<file path="config.mk">
export PLATFORM = sky130hd
export DESIGN_NAME = tone_and_scale_sequencer_flat
export DESIGN_NICKNAME = d
export VERILOG_FILES = /design/src/sv/tss_pkg.sv /design/src/sv/tss_if.sv /design/src/sv/tss_ram.sv /design/src/sv/tone_and_scale_sequencer.sv /design/src/flat_wrapper.sv
export SDC_FILE = /design/constraint.sdc
export NUM_CORES = 2
export LEC_CHECK = 0
export ABC_CLOCK_PERIOD_IN_PS = 8700
export BUFFER_PORTS_ARGS = -buffer_cell sky130_fd_sc_hd__buf_2
export CAP_MARGIN = 10
export CORE_ASPECT_RATIO = 0.5
export CORE_MARGIN = 2
export CORE_UTILIZATION = 40
export CTS_CLUSTER_SIZE = 14
export DETAILED_ROUTE_END_ITERATION = 16
export SYNTH_ARGS = -nofsm -noshare
export SYNTH_HDL_FRONTEND = slang
export SYNTH_SLANG_ARGS = --single-unit
</file>
<file path="constraint.sdc">
create_clock -name clk_i -period 8.7 [get_ports clk_i]
set_input_delay 1.305 -clock clk_i [delete_from_list [all_inputs] [get_ports clk_i]]
set_output_delay 1.305 -clock clk_i [all_outputs]
set_load 0.02 [all_outputs]
</file>
<file path="src/sv/tss_pkg.sv">
// Package for the tone and scale sequencer: request/result payload types,
// request and status codes, and duty arithmetic constants. No dependencies.
package tss_pkg;

  localparam int unsigned MaxNotesDefault = 32;
  localparam int unsigned MaxNotesLimit   = 256;

  localparam logic [4:0]  ResBitsReset  = 5'd8;
  localparam logic [4:0]  ResBitsMax    = 5'd16;
  localparam logic [13:0] DutyFullScale = 14'd10000;

  // floor(p / 10000) == (p * RecipMult) >> RecipShift for every p < 2^30
  localparam logic [30:0] RecipMult  = 31'd1759218605;
  localparam int unsigned RecipShift = 44;

  typedef enum logic [2:0] {
    REQ_TICK        = 3'd0,
    REQ_TONE_DUTY   = 3'd1,
    REQ_TONE_HALF   = 3'd2,
    REQ_LOAD_NOTE   = 3'd3,
    REQ_START_SCALE = 3'd4,
    REQ_STOP        = 3'd5
  } tss_req_e;

  typedef enum logic [2:0] {
    ST_NONE      = 3'd0,
    ST_STARTED   = 3'd1,
    ST_REJ_BUSY  = 3'd2,
    ST_REJ_EMPTY = 3'd3,
    ST_TONE_END  = 3'd4,
    ST_NOTE_ADV  = 3'd5,
    ST_SCALE_END = 3'd6
  } tss_status_e;

  typedef struct packed {
    logic [2:0]  req_type;
    logic [15:0] frequency_hz;
    logic [13:0] duty_hundredths;
    logic [31:0] duration_ms;
    logic [4:0]  note_slot;
    logic [5:0]  note_count;
    logic        direction_up;
  } tss_req_t;

  typedef struct packed {
    logic [15:0] out_frequency;
    logic [15:0] out_duty;
    logic        tone_busy;
    logic        scale_busy;
    logic [4:0]  current_note;
    logic [2:0]  status;
  } tss_res_t;

endpackage

</file>
<file path="src/sv/tss_if.sv">
// Valid/ready channel interfaces of the tone and scale sequencer.
// Depends on tss_pkg for the payload types.
interface tss_req_if;
  import tss_pkg::*;
  logic     valid;
  logic     ready;
  tss_req_t data;
  modport source (output valid, output data, input ready);
  modport sink (input valid, input data, output ready);
endinterface

interface tss_res_if;
  import tss_pkg::*;
  logic     valid;
  logic     ready;
  tss_res_t data;
  modport source (output valid, output data, input ready);
  modport sink (input valid, input data, output ready);
endinterface

interface tss_cfg_if;
  logic       valid;
  logic       ready;
  logic [4:0] data;
  modport source (output valid, output data, input ready);
  modport sink (input valid, input data, output ready);
endinterface

</file>
<file path="src/sv/tss_ram.sv">
// Generic single-write, single-read RAM with registered read data.
// No dependencies.
module tss_ram #(
  parameter int unsigned Width = 16,
  parameter int unsigned Depth = 32,
  parameter int unsigned AddrW = (Depth > 1) ? $clog2(Depth) : 1
) (
  input  logic             clk_i,
  input  logic             we_i,
  input  logic [AddrW-1:0] waddr_i,
  input  logic [Width-1:0] wdata_i,
  input  logic             re_i,
  input  logic [AddrW-1:0] raddr_i,
  output logic [Width-1:0] rdata_o
);

  logic [Width-1:0] mem_q [Depth];
  logic [Width-1:0] rdata_q;

  always_ff @(posedge clk_i) begin
    if (we_i) begin
      mem_q[waddr_i] <= wdata_i;
    end
    if (re_i) begin
      rdata_q <= mem_q[raddr_i];
    end
  end

  assign rdata_o = rdata_q;

endmodule

</file>
<file path="src/sv/tone_and_scale_sequencer.sv">
// Tone and scale sequencer: turns tick, tone, note-load, scale and stop requests
// into PWM frequency/duty values. Depends on tss_pkg, tss_if.sv and tss_ram.
//
// One request is taken every clock cycle unless the result side stalls. Each
// produces exactly one result via both stages. The first stage updates the
// control state, issues the note table read and forms the duty product; the
// second stage holds the registered note table read data and the reciprocal
// multiply that divides the duty product by 10000. The resolution register may be
// written at any time the block is idle; its write channel is always ready.
module tone_and_scale_sequencer #(
  parameter int unsigned MaxNotes = tss_pkg::MaxNotesDefault
) (
  input  logic clk_i,
  input  logic rst_ni,
  tss_cfg_if.sink   cfg_i,
  tss_req_if.sink   req_i,
  tss_res_if.source res_o
);
  import tss_pkg::*;

  localparam int unsigned PosW = (MaxNotes > 1) ? $clog2(MaxNotes) : 1;
  localparam int unsigned CntW = $clog2(MaxNotes + 1);

  typedef enum logic [2:0] {
    ACT_KEEP,
    ACT_SILENCE,
    ACT_TONE_CALC,
    ACT_TONE_HALF,
    ACT_NOTE
  } act_e;

  // control state
  logic [4:0]      res_bits_q;
  logic            tone_q, tone_d;
  logic            scale_q, scale_d;
  logic [31:0]     elapsed_q, elapsed_d;
  logic [31:0]     period_q, period_d;
  logic [PosW-1:0] pos_q, pos_d;
  logic [CntW-1:0] total_q, total_d;
  logic            asc_q, asc_d;

  // first stage
  logic            s1_valid_q;
  act_e            s1_act_q, act_d;
  logic [15:0]     s1_freq_q;
  logic [15:0]     s1_half_q;
  logic [29:0]     s1_prod_q;
  logic            s1_tone_q;
  logic            s1_scale_q;
  logic [4:0]      s1_note_q;
  tss_status_e     s1_status_q, status_d;

  // result register
  logic            res_valid_q;
  tss_res_t        res_q;

  logic            accept, s1_adv, busy, at_end, ram_we, ram_re;
  tss_req_t        rq;
  logic [4:0]      bits_eff;
  logic [15:0]     max_duty, half_duty;
  logic [13:0]     hund_c;
  logic [29:0]     prod;
  logic [31:0]     elapsed_inc;
  logic [8:0]      cnt_c, pos_ext;
  logic [15:0]     ram_rdata;
  logic [60:0]     recip_prod;
  logic [15:0]     duty_calc;

  assign rq       = req_i.data;
  assign s1_adv   = s1_valid_q && (!res_valid_q || res_o.ready);
  assign req_i.ready = !s1_valid_q || s1_adv;
  assign accept   = req_i.valid && req_i.ready;
  assign cfg_i.ready = 1'b1;
  assign busy     = tone_q || scale_q;

  always_comb begin
    if (res_bits_q == 5'd0) begin
      bits_eff = 5'd1;
    end else if (res_bits_q > ResBitsMax) begin
      bits_eff = ResBitsMax;
    end else begin
      bits_eff = res_bits_q;
    end
  end

  assign max_duty  = 16'((17'(1) << bits_eff) - 17'(1));
  assign half_duty = 16'(17'(1) << (bits_eff - 5'd1));
  assign hund_c    = (rq.duty_hundredths > DutyFullScale) ? DutyFullScale
                                                          : rq.duty_hundredths;
  assign prod      = 30'(max_duty) * 30'(hund_c);

  assign elapsed_inc = (elapsed_q == '1) ? elapsed_q : elapsed_q + 32'd1;
  assign at_end = asc_q ? ((9'(pos_q) + 9'd1) >= 9'(total_q)) : (pos_q == '0);
  assign cnt_c  = (9'(rq.note_count) > 9'(MaxNotes)) ? 9'(MaxNotes) : 9'(rq.note_count);

  always_comb begin
    tone_d    = tone_q;
    scale_d   = scale_q;
    elapsed_d = elapsed_q;
    period_d  = period_q;
    pos_d     = pos_q;
    total_d   = total_q;
    asc_d     = asc_q;
    act_d     = ACT_KEEP;
    status_d  = ST_NONE;
    ram_we    = 1'b0;
    unique case (tss_req_e'(rq.req_type))
      REQ_TICK: begin
        if (busy) begin
          elapsed_d = elapsed_inc;
          if (elapsed_inc >= period_q) begin
            if (tone_q || at_end) begin
              tone_d   = 1'b0;
              scale_d  = 1'b0;
              act_d    = ACT_SILENCE;
              status_d = tone_q ? ST_TONE_END : ST_SCALE_END;
            end else begin
              pos_d     = asc_q ? pos_q + PosW'(1) : pos_q - PosW'(1);
              elapsed_d = '0;
              act_d     = ACT_NOTE;
              status_d  = ST_NOTE_ADV;
            end
          end
        end
      end
      REQ_TONE_DUTY, REQ_TONE_HALF: begin
        if (busy) begin
          status_d = ST_REJ_BUSY;
        end else begin
          period_d  = rq.duration_ms;
          elapsed_d = '0;
          tone_d    = 1'b1;
          act_d     = (tss_req_e'(rq.req_type) == REQ_TONE_DUTY) ? ACT_TONE_CALC
                                                                 : ACT_TONE_HALF;
          status_d  = ST_STARTED;
        end
      end
      REQ_LOAD_NOTE: begin
        ram_we = 9'(rq.note_slot) < 9'(MaxNotes);
      end
      REQ_START_SCALE: begin
        if (busy) begin
          status_d = ST_REJ_BUSY;
        end else if (rq.note_count == '0) begin
          status_d = ST_REJ_EMPTY;
        end else begin
          total_d   = CntW'(cnt_c);
          period_d  = rq.duration_ms;
          asc_d     = rq.direction_up;
          pos_d     = rq.direction_up ? '0 : PosW'(cnt_c - 9'd1);
          scale_d   = 1'b1;
          elapsed_d = '0;
          act_d     = ACT_NOTE;
          status_d  = ST_STARTED;
        end
      end
      REQ_STOP: begin
        if (tone_q) begin
          status_d = ST_TONE_END;
        end else if (scale_q) begin
          status_d = ST_SCALE_END;
        end
        tone_d  = 1'b0;
        scale_d = 1'b0;
        act_d   = ACT_SILENCE;
      end
      default: begin
      end
    endcase
  end

  assign ram_re  = accept && (act_d == ACT_NOTE);
  assign pos_ext = 9'(pos_d);

  tss_ram #(
    .Width (16),
    .Depth (MaxNotes)
  ) u_note_ram (
    .clk_i   (clk_i),
    .we_i    (accept && ram_we),
    .waddr_i (PosW'(rq.note_slot)),
    .wdata_i (rq.frequency_hz),
    .re_i    (ram_re),
    .raddr_i (pos_d),
    .rdata_o (ram_rdata)
  );

  always_ff @(posedge clk_i or negedge rst_ni) begin
    if (!rst_ni) begin
      res_bits_q <= ResBitsReset;
      tone_q     <= 1'b0;
      scale_q    <= 1'b0;
      elapsed_q  <= '0;
      period_q   <= '0;
      pos_q      <= '0;
      total_q    <= '0;
      asc_q      <= 1'b1;
    end else begin
      if (cfg_i.valid) begin
        res_bits_q <= cfg_i.data;
      end
      if (accept) begin
        tone_q    <= tone_d;
        scale_q   <= scale_d;
        elapsed_q <= elapsed_d;
        period_q  <= period_d;
        pos_q     <= pos_d;
        total_q   <= total_d;
        asc_q     <= asc_d;
      end
    end
  end

  always_ff @(posedge clk_i or negedge rst_ni) begin
    if (!rst_ni) begin
      s1_valid_q <= 1'b0;
    end else if (accept) begin
      s1_valid_q <= 1'b1;
    end else if (s1_adv) begin
      s1_valid_q <= 1'b0;
    end
  end

  always_ff @(posedge clk_i) begin
    if (accept) begin
      s1_act_q    <= act_d;
      s1_freq_q   <= rq.frequency_hz;
      s1_half_q   <= half_duty;
      s1_prod_q   <= prod;
      s1_tone_q   <= tone_d;
      s1_scale_q  <= scale_d;
      s1_note_q   <= scale_d ? pos_ext[4:0] : 5'd0;
      s1_status_q <= status_d;
    end
  end

  assign recip_prod = 61'(s1_prod_q) * 61'(RecipMult);
  assign duty_calc  = recip_prod[RecipShift+15:RecipShift];

  always_ff @(posedge clk_i or negedge rst_ni) begin
    if (!rst_ni) begin
      res_valid_q <= 1'b0;
      res_q       <= '0;
    end else begin
      if (s1_adv) begin
        res_valid_q        <= 1'b1;
        res_q.tone_busy    <= s1_tone_q;
        res_q.scale_busy   <= s1_scale_q;
        res_q.current_note <= s1_note_q;
        res_q.status       <= s1_status_q;
        unique case (s1_act_q)
          ACT_KEEP: begin
          end
          ACT_SILENCE: begin
            res_q.out_frequency <= '0;
            res_q.out_duty      <= '0;
          end
          ACT_TONE_CALC: begin
            res_q.out_frequency <= s1_freq_q;
            res_q.out_duty      <= duty_calc;
          end
          ACT_TONE_HALF: begin
            res_q.out_frequency <= s1_freq_q;
            res_q.out_duty      <= s1_half_q;
          end
          ACT_NOTE: begin
            res_q.out_frequency <= ram_rdata;
            res_q.out_duty      <= s1_half_q;
          end
          default: begin
          end
        endcase
      end else if (res_o.ready) begin
        res_valid_q <= 1'b0;
      end
    end
  end

  assign res_o.valid = res_valid_q;
  assign res_o.data  = res_q;

  a_one_mode: assert property (@(posedge clk_i) disable iff (!rst_ni)
    !(tone_q && scale_q))
    else $error("tone and scale both active");

  a_pos_in_range: assert property (@(posedge clk_i) disable iff (!rst_ni)
    scale_q |-> (9'(pos_q) < 9'(total_q)))
    else $error("note position beyond scale length");

  a_s1_hold: assert property (@(posedge clk_i) disable iff (!rst_ni)
    (s1_valid_q && !s1_adv) |=> s1_valid_q)
    else $error("stage one item dropped while stalled");

  a_reject_keeps: assert property (@(posedge clk_i) disable iff (!rst_ni)
    (accept && busy && (tss_req_e'(rq.req_type) == REQ_START_SCALE ||
      tss_req_e'(rq.req_type) == REQ_TONE_DUTY ||
      tss_req_e'(rq.req_type) == REQ_TONE_HALF))
    |=> ($stable(tone_q) && $stable(scale_q) && $stable(period_q)))
    else $error("rejected start changed state");

  a_advance_busy: assert property (@(posedge clk_i) disable iff (!rst_ni)
    (res_valid_q && res_q.status == ST_NOTE_ADV) |-> res_q.scale_busy)
    else $error("note advance reported without a scale");

endmodule

</file>
<file path="src/flat_wrapper.sv">
// flat-port wrapper written by rule: the top's interface ports become plain ports
module tone_and_scale_sequencer_flat import tss_pkg::*;
#(
  parameter int unsigned MaxNotes = tss_pkg::MaxNotesDefault
)
  (clk_i, rst_ni, cfg_i_valid, cfg_i_data, cfg_i_ready, req_i_valid, req_i_data, req_i_ready, res_o_valid, res_o_data, res_o_ready);
  tss_cfg_if cfg_i_i ();
  tss_req_if req_i_i ();
  tss_res_if res_o_i ();
  input  logic clk_i;
  input  logic rst_ni;
  input wire logic [$bits(cfg_i_i.valid)-1:0] cfg_i_valid;
  input wire logic [$bits(cfg_i_i.data)-1:0] cfg_i_data;
  output wire logic [$bits(cfg_i_i.ready)-1:0] cfg_i_ready;
  input wire logic [$bits(req_i_i.valid)-1:0] req_i_valid;
  input wire logic [$bits(req_i_i.data)-1:0] req_i_data;
  output wire logic [$bits(req_i_i.ready)-1:0] req_i_ready;
  output wire logic [$bits(res_o_i.valid)-1:0] res_o_valid;
  output wire logic [$bits(res_o_i.data)-1:0] res_o_data;
  input wire logic [$bits(res_o_i.ready)-1:0] res_o_ready;
  assign cfg_i_i.valid = cfg_i_valid;
  assign cfg_i_i.data = cfg_i_data;
  assign cfg_i_ready = cfg_i_i.ready;
  assign req_i_i.valid = req_i_valid;
  assign req_i_i.data = req_i_data;
  assign req_i_ready = req_i_i.ready;
  assign res_o_valid = res_o_i.valid;
  assign res_o_data = res_o_i.data;
  assign res_o_i.ready = res_o_ready;
  tone_and_scale_sequencer #(.MaxNotes(MaxNotes)) u_core (.clk_i(clk_i), .rst_ni(rst_ni), .cfg_i(cfg_i_i), .req_i(req_i_i), .res_o(res_o_i));
endmodule
</file>
==> flow_summary.toml <==
[run_status]
run_status = "finished clean"

[synth]
syn_inst = 4513
mappedNetlistArea_um2 = 53420
synth_top_area_share_pct = 33.90
number_of_synthesis_warnings = 0
synth-edff-count = 603
synth.distinct_cells = 86
netlist.top_cell.by_area = "edfxtp_1"
synth-seq-cells = 730
synth_ff_type = "edfxtp_1"
synth.avg_cell_area_um2 = 11.84
async_set_or_reset_flop_fraction_in_the_synthesized_netlist_pct = 17.40
seq_area_frac_synth_pct = 39.85
yosys-top-cells-area = "edfxtp_1 (34%), fa_1 (22%), ha_1 (11%)"

[clocking]
ctsHoldBuffers = 0
post_cts_resize_count = 0
cts_tree = "yes"
numClockSinks = 730
worst_setup_hold_path_clk_slew_ns = 0.06
cts_setup_buffers = 0
htree_levels = 3
cts-buffers-inserted = 75
cts_root_buf = "clkbuf_16"
clock_latency_at_the_later_pin_of_the_worst_skew_pair_ns = 0.68
clock_tree.buffer_depth = 3

[critical_path]
worst_case_reg_to_reg_path_depth = 24
timing.critical_path.buf_inv = 4
biggest_cell_delay_along_the_critical_path_ns = 0.73
setup.worst_path.end_class = "flop"
r2r-end = "u_core.res_o.data[21]$_DFFE_PN0P_"
cp-startpoint = "u_core.s1_prod_q[22]$_DFFE_PP_"
required_ns = 9.21
worst_ep_arrival_time_ns = 8.76
cpMostUsedCell = "fa_1"
critPathKind = "flop to flop"
rr_startpoint = "u_core.s1_prod_q[22]$_DFFE_PP_"
critical_path.startpoint_type = "flop"
timing.critical_path.cells = "fa_1 -> inv_1 -> fa_1 -> inv_1 -> fa_1 -> inv_1 -> fa_1 -> fa_1 -> fa_1 -> inv_1 -> fa_1 -> fa_1 -> ha_1 -> a21o_1 -> a21oi_1 -> nor2_1 -> o311ai_0 -> nand4_1 -> a22oi_1 -> nand3_1 -> a311oi_1 -> o21bai_1 -> xnor2_1 -> o221ai_1"
timing.critical_path.slowest_stage_cell = "edfxtp_1"
top_family_by_delay_on_critical_path = "adder cells"
r2r_slack_ns = 0.46
path_max_fanout = 9

[grt]
grt_first_pass_wirelength_um = 222900
grt_remaining_overflow = 0
grt_pass1_vias = 36190
grt_antenna_before_repair = 2
global_route_usage_over_all_layers_pct = 21.51
grt_max_degree = 72

[final_layout]
area.growth.synth_to_final_pct = 11.00
most_common_library_cell_in_the_layout_ignoring_fill_and_taps = "inv_1"
mostFrequentLayoutCells = "inv_1 (796), edfxtp_1 (603), fa_1 (575)"
post_route_cells_drive_above_1_share_pct = 10.28
layout.nets = 5857

[timing]
report.final.slew_viol_count = 0
worst_clock_skew_ns = 0.04485
period_minus_slack_ns = 8.242
tightestPinTransition_ns = 1.220
hold_violations = 0
worst_slew_margin_rel_pct = 18.46
setup_viol = 0
rsz0062_at_grt = "no"
final.setup.tns_ns = 0
ratio_of_final_minimum_period_to_clock_period_pct = 94.74
max_clock_freq_mhz = 121.3

[route]
route.detailed.drc = 0
routed-via-count = 34130
first_pass_iters = 5
avgViaCountPerCell = 5.202
detail_route.wirelength_um = 145500
drt.antenna.violating_nets = 0
initialDrtViolationCount = 2680
avgRoutedWirePerCell_um = 22.17

[hold_path]
min_path_cells = 2
holdPathEnd = "u_core.res_o.data[39]$_DFFE_PN0P_"
worst_hold_path_class = "flop to flop"
hp-start = "u_core.res_o.data[39]$_DFFE_PN0P_"

[placement]
gp_congestion = 0.9471
portBuffers = 130
hpwl_after_dpl_um = 113500

[floorplan]
die_area_um2 = 136700
io_pins = 132
floorplan.initialDensity_pct = 40.48
die_height_um = 262.4
design.core.area_um2 = 132000
row_count = 94
die_width_um = 520.8

[flow_run]
max_cap_viol_count = 0
## final cells by class
cell class              instances  area [um^2]
diodes                          1        2.502
well taps                    1776         2222
fillers                     12190        72670
repair buffers                290         1908
multi-input cells            2827        28470
clock inverters                38        387.9
inverters                     801         3008
flip-flops and latches        730        21290
clock buffers                  98         2003
## stage by stage
step / std cells / util [%] / area [um^2] / setup WS [ns] / hold WS [ns]
floorplan: 4514 / - / 53420 / 0.3404 / 0.4555
global placement: 6424 / 43.12 / 56900 / 0.2490 / 0.4676
detailed placement: 6424 / 43.12 / 56900 / 0.2021 / 0.4661
CTS: 6560 / 44.93 / 59290 / 0.4350 / 0.4800
global route: 6560 / 44.93 / 59290 / 0.1381 / 0.4968
finish: 6561 / 44.93 / 59290 / 0.4576 / 0.4707
## worst min-delay path: stages, from the launching register on
cell and delay (ns):
dfrtp_1 0.33, nand2_1 0.04, o21ai_0 0.06
## cells in the mapped netlist, types with 6 or more instances
cell	n
nor2_1	231
a211oi_1	38
a21oi_1	79
ha_1	470
inv_1	797
or2_2	10
buf_2	22
o31ai_1	16
a22o_1	35
nor3_1	30
nor2b_1	30
nand2_1	478
o211ai_1	37
mux4_1	6
edfxtp_1	603
o41ai_1	8
o21ai_0	117
nor4_1	9
a221oi_1	18
o2111ai_1	16
o221ai_1	7
nand3_1	96
o21a_1	10
clkbuf_1	113
or3_1	8
and3_1	22
o22ai_1	7
o21bai_1	8
nand4_1	19
a31oi_1	21
nand2b_1	31
a22oi_1	26
mux4_2	41
xnor2_1	67
dfrtp_1	125
a21o_1	38
buf_1	9
mux2_2	21
mux2i_1	71
fa_1	575
o31a_1	20
xor2_1	21
and2_1	23
## logic make-up (layout without fill, tap and decap cells)
kind of cell / count (synthesis) / in the layout / synth area share, %
buffers and inverters: 957 / 1227 / 6.959
AOI/OAI and AO/OA: 537 / 537 / 6.886
and+or+nand+nor: 1016 / 1016 / 8.502
muxes: 139 / 139 / 3.797
other: 1 / 3 / 0.007020
DFF: 730 / 730 / 39.85
adders and majority gates: 1045 / 1045 / 32.56
xor gates and xnor gates: 88 / 88 / 1.443
## worst max path at each step
| stage | slack [ns] | endpoint | cells after the start |
|---|---|---|---|
| floorplan | 0.34 | u_core.s1_prod_q[28]$_DFFE_PP_ | 29 |
| global placement | 0.25 | u_core.s1_prod_q[28]$_DFFE_PP_ | 30 |
| detailed placement | 0.20 | u_core.s1_prod_q[28]$_DFFE_PP_ | 31 |
| CTS | 0.43 | u_core.res_o.data[21]$_DFFE_PN0P_ | 24 |
| global route | 0.14 | u_core.res_o.data[21]$_DFFE_PN0P_ | 24 |
| finish | 0.46 | u_core.res_o.data[21]$_DFFE_PN0P_ | 24 |
## layer usage
| layer | wire, um | vias to the layer above | track usage [%] |
|---|---|---|---|
| met1 | 65840 | 17560 | 30.17 |
| met4 | 3123 | 2 | 4.633 |
| met3 | 7339 | 165 | 3.411 |
| met2 | 69160 | 801 | 35.26 |
| li1 | - | 15600 | - |
| met5 | 11 | - | 0 |
## sequential cells by signal, summed over array words and instances, names as in the netlist, 3 cells and up
register and cells:
u_core.s1_status_q 3, u_core.s1_note_q 5, u_core.pos_q 5, u_core.u_note_ram.rdata_o 16, u_core.s1_act_q 3, u_core.s1_freq_q 16, u_core.s1_prod_q 30, u_core.period_q 32
u_core.res_o.data 42, u_core.s1_half_q 16, u_core.u_note_ram.mem_q 512, u_core.res_bits_q 5, u_core.total_q 6, u_core.elapsed_q 32
Power is left out: the tool's default activity adds up to more than one toggle a clock period on the data nets, which glitch-free logic cannot reach.
